===== config.mk =====
export PLATFORM = sky130hd
export DESIGN_NAME = openpgp_packet_framer
export DESIGN_NICKNAME = d
export VERILOG_FILES = /design/src/rtl/core/opf_pkg.sv /design/src/rtl/core/opf_step.sv /design/src/rtl/core/opf_outq.sv /design/src/rtl/core/openpgp_packet_framer.sv
export SDC_FILE = /design/constraint.sdc
export NUM_CORES = 1
export LEC_CHECK = 0
export BUFFER_PORTS_ARGS = -buffer_cell sky130_fd_sc_hd__buf_4
export CORE_MARGIN = 5
export CORE_UTILIZATION = 50
export CTS_CLUSTER_DIAMETER = 120
export DETAILED_ROUTE_END_ITERATION = 10
export PLACE_DENSITY = 0.73
export SLEW_MARGIN = 30
export SYNTH_ARGS = -nofsm -noshare
export SYNTH_HDL_FRONTEND = slang
export SYNTH_HIERARCHICAL = 1
export SYNTH_SLANG_ARGS = --single-unit

===== constraint.sdc =====
create_clock -name clk -period 11.3 [get_ports clk]
set_input_delay 1.13 -clock clk [delete_from_list [all_inputs] [get_ports clk]]
set_output_delay 1.13 -clock clk [all_outputs]
set_load 0.01 [all_outputs]

===== src/rtl/core/opf_pkg.sv =====
package opf_pkg;

  localparam logic [1:0] KIND_PACKET  = 2'd0;
  localparam logic [1:0] KIND_ERROR   = 2'd1;
  localparam logic [1:0] KIND_SUMMARY = 2'd2;

  localparam logic [1:0] ERR_NONE      = 2'd0;
  localparam logic [1:0] ERR_HEADER    = 2'd1;
  localparam logic [1:0] ERR_TRUNCATED = 2'd2;

  localparam logic [7:0] LEN_TWO_MIN  = 8'd192;
  localparam logic [7:0] LEN_TWO_MAX  = 8'd223;
  localparam logic [7:0] LEN_FIVE     = 8'd255;
  localparam logic [1:0] OLD_LEN_INDET = 2'd3;
  localparam logic [31:0] COUNT_MAX   = 32'hFFFF_FFFF;

  typedef struct packed {
    logic [7:0] data_byte;
    logic       end_of_buffer;
  } opf_in_t;

  typedef struct packed {
    logic [1:0]  report_kind;
    logic [5:0]  packet_type;
    logic        new_format;
    logic [2:0]  header_length;
    logic [31:0] body_length;
    logic [1:0]  error_code;
    logic [31:0] packet_count;
    logic        last_result;
  } opf_out_t;

  // up to two result words produced by one input word
  typedef struct packed {
    logic     v0;
    logic     v1;
    opf_out_t r0;
    opf_out_t r1;
  } opf_push_t;

endpackage


===== src/rtl/core/opf_step.sv =====
module opf_step (
  input  logic               clk,
  input  logic               rst_n,
  input  logic               go,
  input  opf_pkg::opf_in_t   item,
  output opf_pkg::opf_push_t push
);

  typedef enum logic [2:0] {
    PH_TAG, PH_NEWFIRST, PH_LENGTH, PH_BODY, PH_INDET, PH_NEWTWO
  } phase_t;

  phase_t      phase_r, phase_nxt;
  logic [5:0]  type_r, type_nxt;
  logic        newf_r, newf_nxt;
  logic [2:0]  left_r, left_nxt;
  logic [31:0] acc_r, acc_nxt;
  logic [2:0]  hdr_r, hdr_nxt;
  logic [31:0] body_r, body_nxt;
  logic        stop_r, stop_nxt;
  logic [31:0] count_r, count_nxt;

  opf_pkg::opf_out_t main_res, eob_res, sum_res, first_res;
  logic              main_v, eob_v, first_v;
  logic [7:0]        b;
  logic [31:0]       len;
  logic              hdone;

  always_comb begin
    phase_nxt = phase_r;
    type_nxt  = type_r;
    newf_nxt  = newf_r;
    left_nxt  = left_r;
    acc_nxt   = acc_r;
    hdr_nxt   = hdr_r;
    body_nxt  = body_r;
    stop_nxt  = stop_r;
    count_nxt = count_r;
    main_v    = 1'b0;
    eob_v     = 1'b0;
    main_res  = '0;
    eob_res   = '0;
    sum_res   = '0;
    b         = item.data_byte;
    len       = 32'd0;
    hdone     = 1'b0;

    if (!stop_r) begin
      unique case (phase_r)
        PH_TAG: begin
          hdr_nxt = 3'd1;
          if (!b[7]) begin
            type_nxt = 6'd0;
            newf_nxt = 1'b0;
            main_v   = 1'b1;
            main_res.report_kind   = opf_pkg::KIND_ERROR;
            main_res.header_length = 3'd1;
            main_res.error_code    = opf_pkg::ERR_HEADER;
            stop_nxt = 1'b1;
          end else if (b[6]) begin
            type_nxt  = b[5:0];
            newf_nxt  = 1'b1;
            phase_nxt = PH_NEWFIRST;
          end else begin
            type_nxt = {2'b00, b[5:2]};
            newf_nxt = 1'b0;
            acc_nxt  = 32'd0;
            if (b[1:0] == opf_pkg::OLD_LEN_INDET) begin
              phase_nxt = PH_INDET;
            end else begin
              left_nxt  = (b[1:0] == 2'd0) ? 3'd1 : (b[1:0] == 2'd1) ? 3'd2 : 3'd4;
              phase_nxt = PH_LENGTH;
            end
          end
        end
        PH_NEWFIRST: begin
          hdr_nxt = 3'd2;
          if (b < opf_pkg::LEN_TWO_MIN) begin
            hdone = 1'b1;
            len   = {24'd0, b};
          end else if (b <= opf_pkg::LEN_TWO_MAX) begin
            acc_nxt   = {19'd0, b[4:0], 8'd0} + 32'd192;
            phase_nxt = PH_NEWTWO;
          end else if (b == opf_pkg::LEN_FIVE) begin
            acc_nxt   = 32'd0;
            left_nxt  = 3'd4;
            phase_nxt = PH_LENGTH;
          end else begin
            main_v = 1'b1;
            main_res.report_kind   = opf_pkg::KIND_ERROR;
            main_res.packet_type   = type_r;
            main_res.new_format    = newf_r;
            main_res.header_length = 3'd2;
            main_res.error_code    = opf_pkg::ERR_HEADER;
            stop_nxt = 1'b1;
          end
        end
        PH_NEWTWO: begin
          hdr_nxt = hdr_r + 3'd1;
          hdone   = 1'b1;
          len     = acc_r + {24'd0, b};
        end
        PH_LENGTH: begin
          hdr_nxt = hdr_r + 3'd1;
          acc_nxt = {acc_r[23:0], b};
          if (left_r != 3'd0) left_nxt = left_r - 3'd1;
          if (left_nxt == 3'd0) begin
            hdone = 1'b1;
            len   = acc_nxt;
          end
        end
        PH_BODY: begin
          if (body_r != 32'd0) body_nxt = body_r - 32'd1;
          if (body_nxt == 32'd0) begin
            if (count_r != opf_pkg::COUNT_MAX) count_nxt = count_r + 32'd1;
            main_v = 1'b1;
            main_res.report_kind   = opf_pkg::KIND_PACKET;
            main_res.packet_type   = type_r;
            main_res.new_format    = newf_r;
            main_res.header_length = hdr_r;
            main_res.body_length   = acc_r;
            phase_nxt = PH_TAG;
          end
        end
        PH_INDET: begin
          if (acc_r != opf_pkg::COUNT_MAX) acc_nxt = acc_r + 32'd1;
        end
        default: phase_nxt = PH_TAG;
      endcase

      if (hdone) begin
        acc_nxt = len;
        if (len == 32'd0) begin
          if (count_r != opf_pkg::COUNT_MAX) count_nxt = count_r + 32'd1;
          main_v = 1'b1;
          main_res.report_kind   = opf_pkg::KIND_PACKET;
          main_res.packet_type   = type_nxt;
          main_res.new_format    = newf_nxt;
          main_res.header_length = hdr_nxt;
          phase_nxt = PH_TAG;
        end else begin
          body_nxt  = len;
          phase_nxt = PH_BODY;
        end
      end
      main_res.packet_count = count_nxt;
    end

    if (item.end_of_buffer) begin
      if (!stop_nxt) begin
        eob_res.packet_type   = type_nxt;
        eob_res.new_format    = newf_nxt;
        eob_res.header_length = hdr_nxt;
        if (phase_nxt == PH_NEWFIRST || phase_nxt == PH_NEWTWO ||
            phase_nxt == PH_LENGTH) begin
          eob_v = 1'b1;
          eob_res.report_kind = opf_pkg::KIND_ERROR;
          eob_res.error_code  = opf_pkg::ERR_HEADER;
        end else if (phase_nxt == PH_BODY) begin
          eob_v = 1'b1;
          eob_res.report_kind = opf_pkg::KIND_ERROR;
          eob_res.body_length = acc_nxt;
          eob_res.error_code  = opf_pkg::ERR_TRUNCATED;
        end else if (phase_nxt == PH_INDET) begin
          if (count_nxt != opf_pkg::COUNT_MAX) count_nxt = count_nxt + 32'd1;
          eob_v = 1'b1;
          eob_res.report_kind = opf_pkg::KIND_PACKET;
          eob_res.body_length = acc_nxt;
        end
      end
      eob_res.packet_count  = count_nxt;
      sum_res.report_kind   = opf_pkg::KIND_SUMMARY;
      sum_res.packet_count  = count_nxt;
      sum_res.last_result   = 1'b1;
      phase_nxt = PH_TAG;
      type_nxt  = 6'd0;
      newf_nxt  = 1'b0;
      left_nxt  = 3'd0;
      acc_nxt   = 32'd0;
      hdr_nxt   = 3'd0;
      body_nxt  = 32'd0;
      stop_nxt  = 1'b0;
      count_nxt = 32'd0;
    end

    first_v   = main_v | eob_v;
    first_res = main_v ? main_res : eob_res;
    first_res.last_result = !item.end_of_buffer;

    push.v0 = go & (first_v | item.end_of_buffer);
    push.v1 = go & first_v & item.end_of_buffer;
    push.r0 = first_v ? first_res : sum_res;
    push.r1 = sum_res;
  end

  always_ff @(posedge clk) begin
    if (!rst_n) begin
      phase_r <= PH_TAG;
      type_r  <= '0;
      newf_r  <= 1'b0;
      left_r  <= '0;
      acc_r   <= '0;
      hdr_r   <= '0;
      body_r  <= '0;
      stop_r  <= 1'b0;
      count_r <= '0;
    end else if (go) begin
      phase_r <= phase_nxt;
      type_r  <= type_nxt;
      newf_r  <= newf_nxt;
      left_r  <= left_nxt;
      acc_r   <= acc_nxt;
      hdr_r   <= hdr_nxt;
      body_r  <= body_nxt;
      stop_r  <= stop_nxt;
      count_r <= count_nxt;
    end
  end

endmodule


===== src/rtl/core/opf_outq.sv =====
module opf_outq (
  input  logic               clk,
  input  logic               rst_n,
  input  opf_pkg::opf_push_t push,
  output logic               room,
  output logic               out_valid,
  input  logic               out_ready,
  output opf_pkg::opf_out_t  out_data
);

  opf_pkg::opf_out_t mem_r [4];
  logic [1:0] wr_r, wr_nxt;
  logic [1:0] rd_r, rd_nxt;
  logic [2:0] cnt_r, cnt_nxt;
  logic       pop;
  logic [2:0] npush;

  assign pop       = out_valid & out_ready;
  assign out_valid = (cnt_r != 3'd0);
  assign out_data  = mem_r[rd_r];
  assign room      = (cnt_r <= 3'd2);
  assign npush     = {2'b00, push.v0} + {2'b00, push.v1};

  always_comb begin
    wr_nxt  = wr_r + npush[1:0];
    rd_nxt  = rd_r + {1'b0, pop};
    cnt_nxt = cnt_r + npush - {2'b00, pop};
  end

  always_ff @(posedge clk) begin
    if (push.v0) mem_r[wr_r] <= push.r0;
    if (push.v1) mem_r[wr_r + 2'd1] <= push.r1;
  end

  always_ff @(posedge clk) begin
    if (!rst_n) begin
      wr_r  <= '0;
      rd_r  <= '0;
      cnt_r <= '0;
    end else begin
      wr_r  <= wr_nxt;
      rd_r  <= rd_nxt;
      cnt_r <= cnt_nxt;
    end
  end

endmodule


===== src/rtl/core/openpgp_packet_framer.sv =====
// OpenPGP packet framer.
// in_ channel: one buffer byte per word (data_byte, end_of_buffer on the
// last byte). out_ channel: report words (packet completed, error stop,
// end-of-buffer summary with the packet count); a byte causes 0, 1 or 2.
// Both channels are valid/ready; a word moves when valid and ready are high.
// A byte is held in an input register and parsed, once the queue has room,
// by one pass of combinational logic; its reports land in a 4-word result
// queue, which registers each report before it is shown on out_.
// Throughput: one byte per cycle while the queue has room for two words;
// a byte that ends a buffer gives two words and thus drains at one per cycle.
// When out_ready is low, the queue fills and in_ready drops once fewer than
// two queue slots would be left; nothing is lost or repeated.
// Reset (rst_n low, synchronous) clears the parser to expect a tag byte with
// a zero packet count and empties the input register and the queue.
// After an end-of-buffer summary the parser returns to that same state.
module openpgp_packet_framer (
  input  logic              clk,
  input  logic              rst_n,
  input  logic              in_valid,
  output logic              in_ready,
  input  opf_pkg::opf_in_t  in_data,
  output logic              out_valid,
  input  logic              out_ready,
  output opf_pkg::opf_out_t out_data
);

  logic               hold_v_r, hold_v_nxt;
  opf_pkg::opf_in_t   hold_r;
  logic               room;
  logic               go;
  opf_pkg::opf_push_t push;

  assign go         = hold_v_r & room;
  assign in_ready   = !hold_v_r | go;
  assign hold_v_nxt = (in_valid & in_ready) | (hold_v_r & !go);

  always_ff @(posedge clk) begin
    if (!rst_n) begin
      hold_v_r <= 1'b0;
    end else begin
      hold_v_r <= hold_v_nxt;
    end
  end

  always_ff @(posedge clk) begin
    if (in_valid & in_ready) hold_r <= in_data;
  end

  opf_step u_step (
    .clk   (clk),
    .rst_n (rst_n),
    .go    (go),
    .item  (hold_r),
    .push  (push)
  );

  opf_outq u_outq (
    .clk       (clk),
    .rst_n     (rst_n),
    .push      (push),
    .room      (room),
    .out_valid (out_valid),
    .out_ready (out_ready),
    .out_data  (out_data)
  );

endmodule


---- Yosys cells after proc, flatten, opt, wreduce, memory -nomap -nowiden ----
Memory sizes are Yosys's and may differ from the RTL's. A register that Yosys moved wholly into a read port is not among the register bits.
Cells that the tools add are included.
word-level totals
  RAM bits ................................ 316
  bits in registers ....................... 130
  input port bits ......................... 13
  output and inout bits ................... 81
  memories kept ........................... 1
  logic and storage cells ................. 215
cells by class
  eq/ne operators ......................... 23
  add/sub/neg operators ................... 14
  $lt $le $gt $ge ......................... 3
  muxes and demuxes ....................... 130
  reduce and logical (&&, ||, !) cells .... 18
  bitwise logic cells ..................... 11
memory list
  name          depth  bits a word  rd ports  clocked after Yosys merged registers in  write ports  RTL line        text
  u_outq.mem_r  4      79           1         1                                        2            opf_outq.sv:11  opf_pkg::opf_out_t mem_r [4];
operators by type and width
  operator                                                              count
  32-bit two-way mux                                                    36
  79-bit two-way mux                                                    2
  78-bit two-way mux                                                    2
  32-bit one-hot mux with 4 select lines                                1
  32-bit by 1-bit adder with 32-bit output, second input constant       3
  32-bit != test, second input constant                                 3
  32-bit one-hot mux with 3 select lines                                1
  3-bit two-way mux                                                     25
  32-bit zero test                                                      2
  12-bit two-way mux                                                    4
  46-bit two-way mux                                                    1
  42-bit two-way mux                                                    1
  33-bit two-way mux                                                    1
  32-bit by 8-bit adder with 32-bit output                              1
  32-bit nonzero test                                                   1
  32-bit by 1-bit subtractor with 32-bit output, second input constant  1
  1-bit two-way mux                                                     31
  6-bit two-way mux                                                     5
  3-bit one-hot mux with 3 select lines                                 3
  2-bit two-way mux                                                     8
  3-bit != test, second input constant                                  5
  13-bit by 8-bit adder with 14-bit output, second input constant       1
  7-bit one-hot mux with 2 select lines                                 1
  3-bit by 2-bit == test with 1-bit output, second input constant       4
  other kinds (37)                                                      56

---- Longest topological paths before layout ----
Gate-level depths: netlist of the first run.
  depth in word-level cells ............... 24
  gate-level depth with buffers ........... 29
  mapped depth without buffers ............ 27

---- Hierarchy ----
Netlist of the first run, hierarchy kept.
modules (own cells, without submodules)
  module                 cells an instance  instances  area an instance (µm²)  seq. area each (µm²)
  opf_outq               807                1          15,546.2                9,629.2
  opf_step               2,223              1          14,707.9                2,262.2
  openpgp_packet_framer  15                 1          335.3                   290.3

---- Worst setup path before layout of the first run ----
Ideal clock, no wire load.
  kind .................................... flip-flop to flip-flop
  start point ............................. register hold_r[2] (netlist name)
  end point ............................... memory u_outq/mem_r[0][0] (netlist name), enable pin
  stages on the path, launching flop included .. 21
  buffers on the path ..................... 4
  arrival ................................. 10.011 ns
  slack ................................... 0.664 ns
  cells stage by stage .................... edfxtp_1 -> clkbuf_1 -> inv_1 -> fa_1 -> nand2b_1 -> a211o_1 -> and2_1 -> clkbuf_1 -> o31a_1 -> o21ai_0 -> nand4_1 -> nor4b_4 -> a41o_2 -> buf_4 -> o21ai_1 -> clkbuf_1 -> and2_1 -> ha_1 -> nor2_1 -> nand2b_1 -> o21ai_0
RTL lines
  what                    RTL line                     text
  start, declared         openpgp_packet_framer.sv:28  opf_pkg::opf_in_t hold_r;
  start signal, assigned  openpgp_packet_framer.sv:46  if (in_valid & in_ready) hold_r <= in_data;
  end, declared           opf_outq.sv:11

==> results of run 1 <==
## logic make-up after synthesis
group                    Yosys count  share of synthesized area (%)
XOR/XNOR                         101                           2.98
other                              1                         0.0123
AO/OA/AOI/OAI                    732                           16.0
adder cells (fa/ha/maj)           25                           1.07
AND/OR/NAND/NOR                  964                           16.5
multiplexers                     420                           18.3
buffers and inverters            356                           5.35
flip-flops                       446                           39.8
## final timing paths
check / startpoint / cells after the start / slack (ns) / endpoint
setup reg to reg: hold_r[2]$_DFFE_PP_ / 22 / 3.26 / u_outq/mem_r[0][25]$_DFFE_PP_
setup / recovery: hold_r[2]$_DFFE_PP_ / 22 / 3.26 / u_outq/mem_r[0][25]$_DFFE_PP_
hold reg to reg: hold_v_r$_SDFF_PN0_ / 2 / 0.51 / hold_v_r$_SDFF_PN0_
hold / removal: hold_v_r$_SDFF_PN0_ / 2 / 0.51 / hold_v_r$_SDFF_PN0_
## routing by layer
| layer | vias to the layer above | share of wire [%] | routed length [um] |
|---|---|---|---|
| met5 | - | 0 | 0 |
| li1 | 11300 | - | - |
| met4 | 0 | 4.8 | 4690 |
| met3 | 284 | 7.2 | 7040 |
| met1 | 12400 | 39 | 38500 |
| met2 | 1245 | 49 | 47600 |
## placed cells by master (no fill, tap or decap), drive strengths merged, types with 17 or more instances in the layout
cell	count
buf	148
o32ai	18
nor2b	70
o211ai	30
a21oi	139
or4	17
nor2	222
a31oi	42
and3	28
a21boi	42
dfxtp	121
inv	44
xor2	36
nand4	33
o22ai	27
nor4	48
mux2i	21
nor3	82
xnor2	63
a22o	17
ha	23
nand2b	21
clkbuf	70
and2	68
nand3	63
or3	34
mux4	79
nand2	211
conb	45
o21ai	187
edfxtp	325
a22oi	41
a211oi	24
o2bb2ai	22
mux2	320
## state kept, by name, indices dropped and copies added, names as in the netlist, 6 cells and up
signal          count
hold_r              9
u_outq/mem_r      316
u_step/acc_r       32
u_step/body_r      32
u_step/count_r     32
u_step/type_r       6
## stage by stage
stage               setup slack (ns)  cells  util (%)  cell area (um^2)  hold WS, ns
finish                          3.26   3796      54.7             33100        0.514
global route                    2.92   3796      54.7             33100        0.530
CTS                             3.46   3795      54.6             33000        0.519
detailed placement              3.49   3706      52.1             31500        0.512
global placement                3.59   3706      52.1             31500        0.491
floorplan                      0.664   3089         -             30800        0.476
## power by group
group / switching [mW] / internal (mW)
registers: 0.103 / 1.90
logic: 0.893 / 0.620
clock network: 0.676 / 0.884
total: 1.67 / 3.40
## layout make-up
class                   count  area, um^2
inverters                  43         163
fillers                  5222       27400
repair buffers            149        1140
flip-flops and latches    446       12200
well taps                 782         978
clock buffers              69        1350
multi-input cells        2287       17100
clock inverters            20         188
## worst max-delay path, cell delays in order (launching register included)
cell and delay [ns]:
edfxtp_1 0.57, ha_1 0.36, a211oi_1 0.68, o21ai_1 0.32
o21ai_1 0.47, mux2i_1 0.28, nand2_1 0.14, or3_4 0.36
nor4b_4 0.46, a41oi_2 0.26, buf_4 0.30, nor2_1 0.45
buf_4 0.31, nand2_1 0.08, nand2_1 0.10, ha_1 0.22
o21ai_1 0.14, nor4bb_2 0.66, buf_4 0.35, nand4_1 0.30
nor3b_1 0.30, mux2_2 0.32, mux2_2 0.28
==> summary.txt, run 1 <==
Outcome = completed
Antenna Cells = 0
Fmax = 0.124 GHz
Worst Tran Pin Value = 1.06 ns
GRT Max-Usage Layer = met2
Postcts setup bufs = 0
Max cap viols = 0
Synth Flop Type = edfxtp_1
Arr. time, crit path = 8.38 ns
Final WL = 97,900 um
Total negative slack = 0 ns
Top-count cell post-synth = edfxtp_1
Mapped Cells = 3,045
CTS tree = built
Cell area after synthesis = 30,600 um^2
Clock sink total = 446
Drt wl/cell = 25.8 um
Total GRT Usage = 28.5%
Seq/Total Area, Yosys = 39.8%
Met1 Use GR = 36.6%
PostCTS Resize Cnt = 0
DP HPWL = 64,500 um
Synth top area share = 31.9%
Synthesized flop and latch total = 446
Synth cell types = 111
1st-iter DRT viols = 2,919
Worst hold path type = reg -> reg
Layout area overhead = 8.14%
Port Buf Inserts = 93
Syn avg cell area = 10.0 um^2
Number of synthesized flops with an enable pin = 325
DRC Markers = 0
Largest net degree at the start of global routing = 87
Worst skew pair latency = 0.62 ns
Hold buffer count at CTS = 0
Synth area leaders = edfxtp_1, mux2_2, dfxtp_1
Leading area contributor after synthesis = edfxtp_1
Final Power = 5.07 mW
I/O Pins = 94
Via-to-Cell Ratio = 6.66
RePlAce Congestion = 0.976
Vias in the first global route = 24,900
Critical path endpoint category = flip-flop
Final setup fails = 0
Via count of the routed design = 25,300
Synth cell count leaders = edfxtp_1, mux2_2, nor2_1
Worst-path clk slew = 0.06 ns
Initial antenna violation count = 0
Crit path max fanout = 17
Core footprint = 60,500 um^2
Hold Fails Final Rpt = 0
Total clock buffers created by CTS = 48
Slew Limit Fails = 0
1st-pass router iterations = 7
Synth async-reset ratio = 0%
# nets final = 3,013
First-pass GRT wire length = 151,000 um
Die Span X = 257 um
GR met2 Demand/Resource = 48.1%
Synth Warn # = 6
Total grt overflow = 0
Htree depth = 2
Power Dens Cells = 153 nW/um^2
Leak = 11.7 nW
Post-route ant nets = 0
Peak supply drop = 0.000124 V
Rows = 90
Setup crit start kind = flip-flop
Tcrit/Tclk final = 71.1%
Met3 usage = 4.35%
Final Skew = 0.0310 ns
Tmin final = 8.04 ns
CTS max path bufs = 3
Layout cells sized above 1 = 22.4%
Clk Tree Root Cell = clkbuf_16
Worst EP required = 11.64 ns
Starting Density = 50.6%
Die Ht = 257 um
Worst slew margin = 29.5%
RSZ-0062 raised after global routing = false
Critical path type = reg -> reg
Total Die Area = 66,200 um^2
No activity file was read; power rests on OpenSTA's default activity.
==> run 2, diff against run 1 <==
Settings changed: PLACE_DENSITY 0.73 to 0.7.
Clock period 11.3 ns to 8.1 ns, I/O delays scaled along.
==> run 2 against run 1 <==
Against the previous run:
- via count increased by 0.15%
- non-clock buffer count increased by 24
- maximum frequency increased by 8.1%
- register-to-register slack got worse by 2.6 ns
- cell count increased by 0.74%
- clock skew increased by 0.011 ns
- count of clock-buffer cells in the layout unchanged
- combinational power increased by 39%
- sequential share of layout area decreased by 0.52 points
- total power increased by 46%
==> summary.txt, run 2 (synthesis gave the netlist of run 1 again) <==
Outcome = completed
Tcrit/Tclk final = 91.8% (+21 points)
1st-pass router iterations = 9 (+2)
Arr. time, crit path = 7.94 ns (-0.44 ns)
# nets final = 3,039 (+0.86%)
Total negative slack = 0 ns (unchanged)
Leak = 12.0 nW (+2.2%)
Final WL = 97,700 um (-0.23%)
Critical path endpoint category = flip-flop
Final setup fails = 0 (unchanged)
Reg2reg start = hold_r[1]$_DFFE_PP_
Core footprint = 60,500 um^2 (unchanged)
Worst hold path type = in -> reg
Drt wl/cell = 25.5 um (-0.96%)
Clk Tree Root Cell = clkbuf_16
DRC Markers = 0 (unchanged)
RePlAce Congestion = 0.973 (-0.37%)
Setup crit start kind = flip-flop
Switch Pwr = 2.34 mW (+40%)
Total GRT Usage = 28.4% (-0.063 points)
Vias in the first global route = 24,900 (-0.016%)
I/O Pins = 94 (unchanged)
Post-route ant nets = 0 (unchanged)
Largest Register = u_outq/mem_r
Fillers = 5,195 (-0.52%)
Worst hold endpoint = hold_r[0]$_DFFE_PP_
Hold_sp = in_data[0]
Switching portion of total power = 31.6% (-1.3 points)
Hold Slack = 0.396 ns (-0.118 ns)
Port Buf Inserts = 93 (unchanged)
Initial antenna violation count = 0 (unchanged)
Total clock buffers created by CTS = 50 (+4.2%)
Hold path cells = 1 (-1)
Commonest non-fill, non-tap cells in the layout = edfxtp_1, mux2_2, nor2_1, nand2_1, o21ai_0
Rows = 90 (unchanged)
CTS tree = built
Max cap viols = 0 (unchanged)
Hold Fails Final Rpt = 0 (unchanged)
Max reg flops = 316 (unchanged)
Crit path max fanout = 11 (-6)
Clock sink total = 446 (unchanged)
Via count of the routed design = 25,300 (+0.15%)
Total Die Area = 66,200 um^2 (unchanged)
Die Ht = 257 um (unchanged)
Clock power frac = 33.8% (+3.1 points)
Reg power frac = 37.8% (-1.7 points)
Dpl cells = 3,730 (+0.65%)
Hold buffer count at CTS = 0 (unchanged)
Slew Limit Fails = 0 (unchanged)
First-pass GRT wire length = 151,000 um (+0.21%)
Power Dens Cells = 221 nW/um^2 (+44%)
Tmin final = 7.43 ns (-0.605 ns)
Commonest non-fill, non-tap cell in the layout = edfxtp_1
Peak supply drop = 0.000201 V (+61%)
1st-iter DRT viols = 2,392 (-18%)
Reg2Reg Setup Slack = 0.67 ns (-2.60 ns)
RSZ-0062 raised after global routing = false
Critical path type = reg -> reg
Fmax = 0.135 GHz (+8.1%)
Final Instance Count excl. Fillers = 3,824 (+0.74%)
Via-to-Cell Ratio = 6.62 (-0.59%)
CTS max path bufs = 3 (unchanged)
Layout area overhead = 9.69%
Worst skew pair latency = 0.61 ns (about the same)
Worst EP required = 8.60 ns (-3.04 ns)
Worst Tran Pin Value = 0.954 ns (-0.104 ns)
Largest net degree at the start of global routing = 68 (-22%)
Part of the power in combinational logic = 28.4% (-1.4 points)
Core Util, Final = 55.5% (+0.78 points)
Die Span X = 257 um (unchanged)
Worst reg2reg path depth = 27 (+23%)
DP HPWL = 66,200 um (+2.6%)
Final Skew = 0.0416 ns (+0.0107 ns)
Layout cells sized above 1 = 23.2% (+0.81 points)
Antenna Cells = 0 (unchanged)
Worst-path clk slew = 0.06 ns (about the same)
Pint = 5.06 mW (+49%)
Postcts setup bufs = 0 (unchanged)
Total grt overflow = 0 (unchanged)
PostCTS Resize Cnt = 0 (unchanged)
Htree depth = 2 (unchanged)
Starting Density = 50.6% (unchanged)
Worst slew margin = 36.4% (+6.9 points)
FF-to-FF End = u_outq/cnt_r[2]$_SDFF_PN0_
run 2: changes by cell type in the layout (fill, tap and decap cells not counted), moves of 3 or more:
| cell | before | now |
|---|---|---|
| clkbuf_16 | 50 | 53 |
| bufinv_16 | 2 | 9 |
| buf_4 | 146 | 168 |
| clkbuf_1 | 15 | 12 |
| clkinv_1 | 6 | 3 |
run 2: layout make-up:
class	instances	area (um^2)	share of cell area (%)
timing repair buffer	173	1350	4.03
tap	782	978	2.92
clock inverter	24	392	1.17
sequential	446	12200	36.3
multi-input combinational	2287	17100	50.8
inverter	43	163	0.485
clock buffer	69	1430	4.25
run 2: per-stage QoR:
step	instance area (um^2)	power (mW)	worst slack (ns)
3_5_place_dp	31700	4.93	0.829
6_report	33600	7.40	0.667
4_1_cts	33500	7.43	0.788
3_3_place_gp	31700	4.89	0.984
5_1_grt	33600	7.69	0.285
2_1_floorplan	30800	4.11	1.03
run 2: power by group through the flow:
stage	clock network (mW)	registers (mW)	logic (mW)
floorplan	0	2.74	1.38
global route	2.64	2.82	2.23
finish	2.50	2.80	2.10
global placement	0	2.83	2.06
detailed placement	0	2.85	2.08
CTS	2.54	2.80	2.09
run 2: worst max-delay path by stage:
stage,start,end,slack (ns),depth (start not counted)
3_5_place_dp,hold_r[1]$_DFFE_PP_,u_outq/cnt_r[2]$_SDFF_PN0_,0.83,27
5_1_grt,hold_r[7]$_DFFE_PP_,u_outq/mem_r[2][32]$_DFFE_PP_,0.28,18
6_report,hold_r[1]$_DFFE_PP_,u_outq/cnt_r[2]$_SDFF_PN0_,0.67,27
4_1_cts,hold_r[1]$_DFFE_PP_,u_outq/cnt_r[2]$_SDFF_PN0_,0.79,27
3_3_place_gp,hold_r[1]$_DFFE_PP_,u_outq/cnt_r[2]$_SDFF_PN0_,0.98,27
2_1_floorplan,hold_r[2]$_DFFE_PP_,u_outq/mem_r[3][0]$_DFFE_PP_,1.03,19
run 2: critical path, stage by stage, from the launching register on:
cell and delay [ns]:
edfxtp_1 0.62, ha_1 0.26, inv_1 0.06, fa_1 0.39
nand2b_1 0.18, a211o_1 0.35, a21oi_1 0.44, o21ai_0 0.18
xor2_1 0.17, o21ai_0 0.73, nor4_2 0.14, buf_4 0.22
o2111a_1 0.17, mux2i_1 0.27, or2_1 0.19, nand2b_1 0.11
nand3_1 0.34, and2_1 0.38, nor2_1 0.53, ha_1 0.37
inv_1 0.07, ha_1 0.23, inv_1 0.07, ha_1 0.14
inv_1 0.05, fa_1 0.37, xnor3_1 0.18, and2_1 0.16
run 2: metal layers:
layer	vias up	GRT usage, %	part of all wire (%)	wire, um
met5	-	0	0	0
met4	0	10.8	4.1	4030
met3	229	3.90	6.5	6380
met2	1104	48.0	49	47400
met1	12600	37.4	41	39800
li1	11400	-	-	-
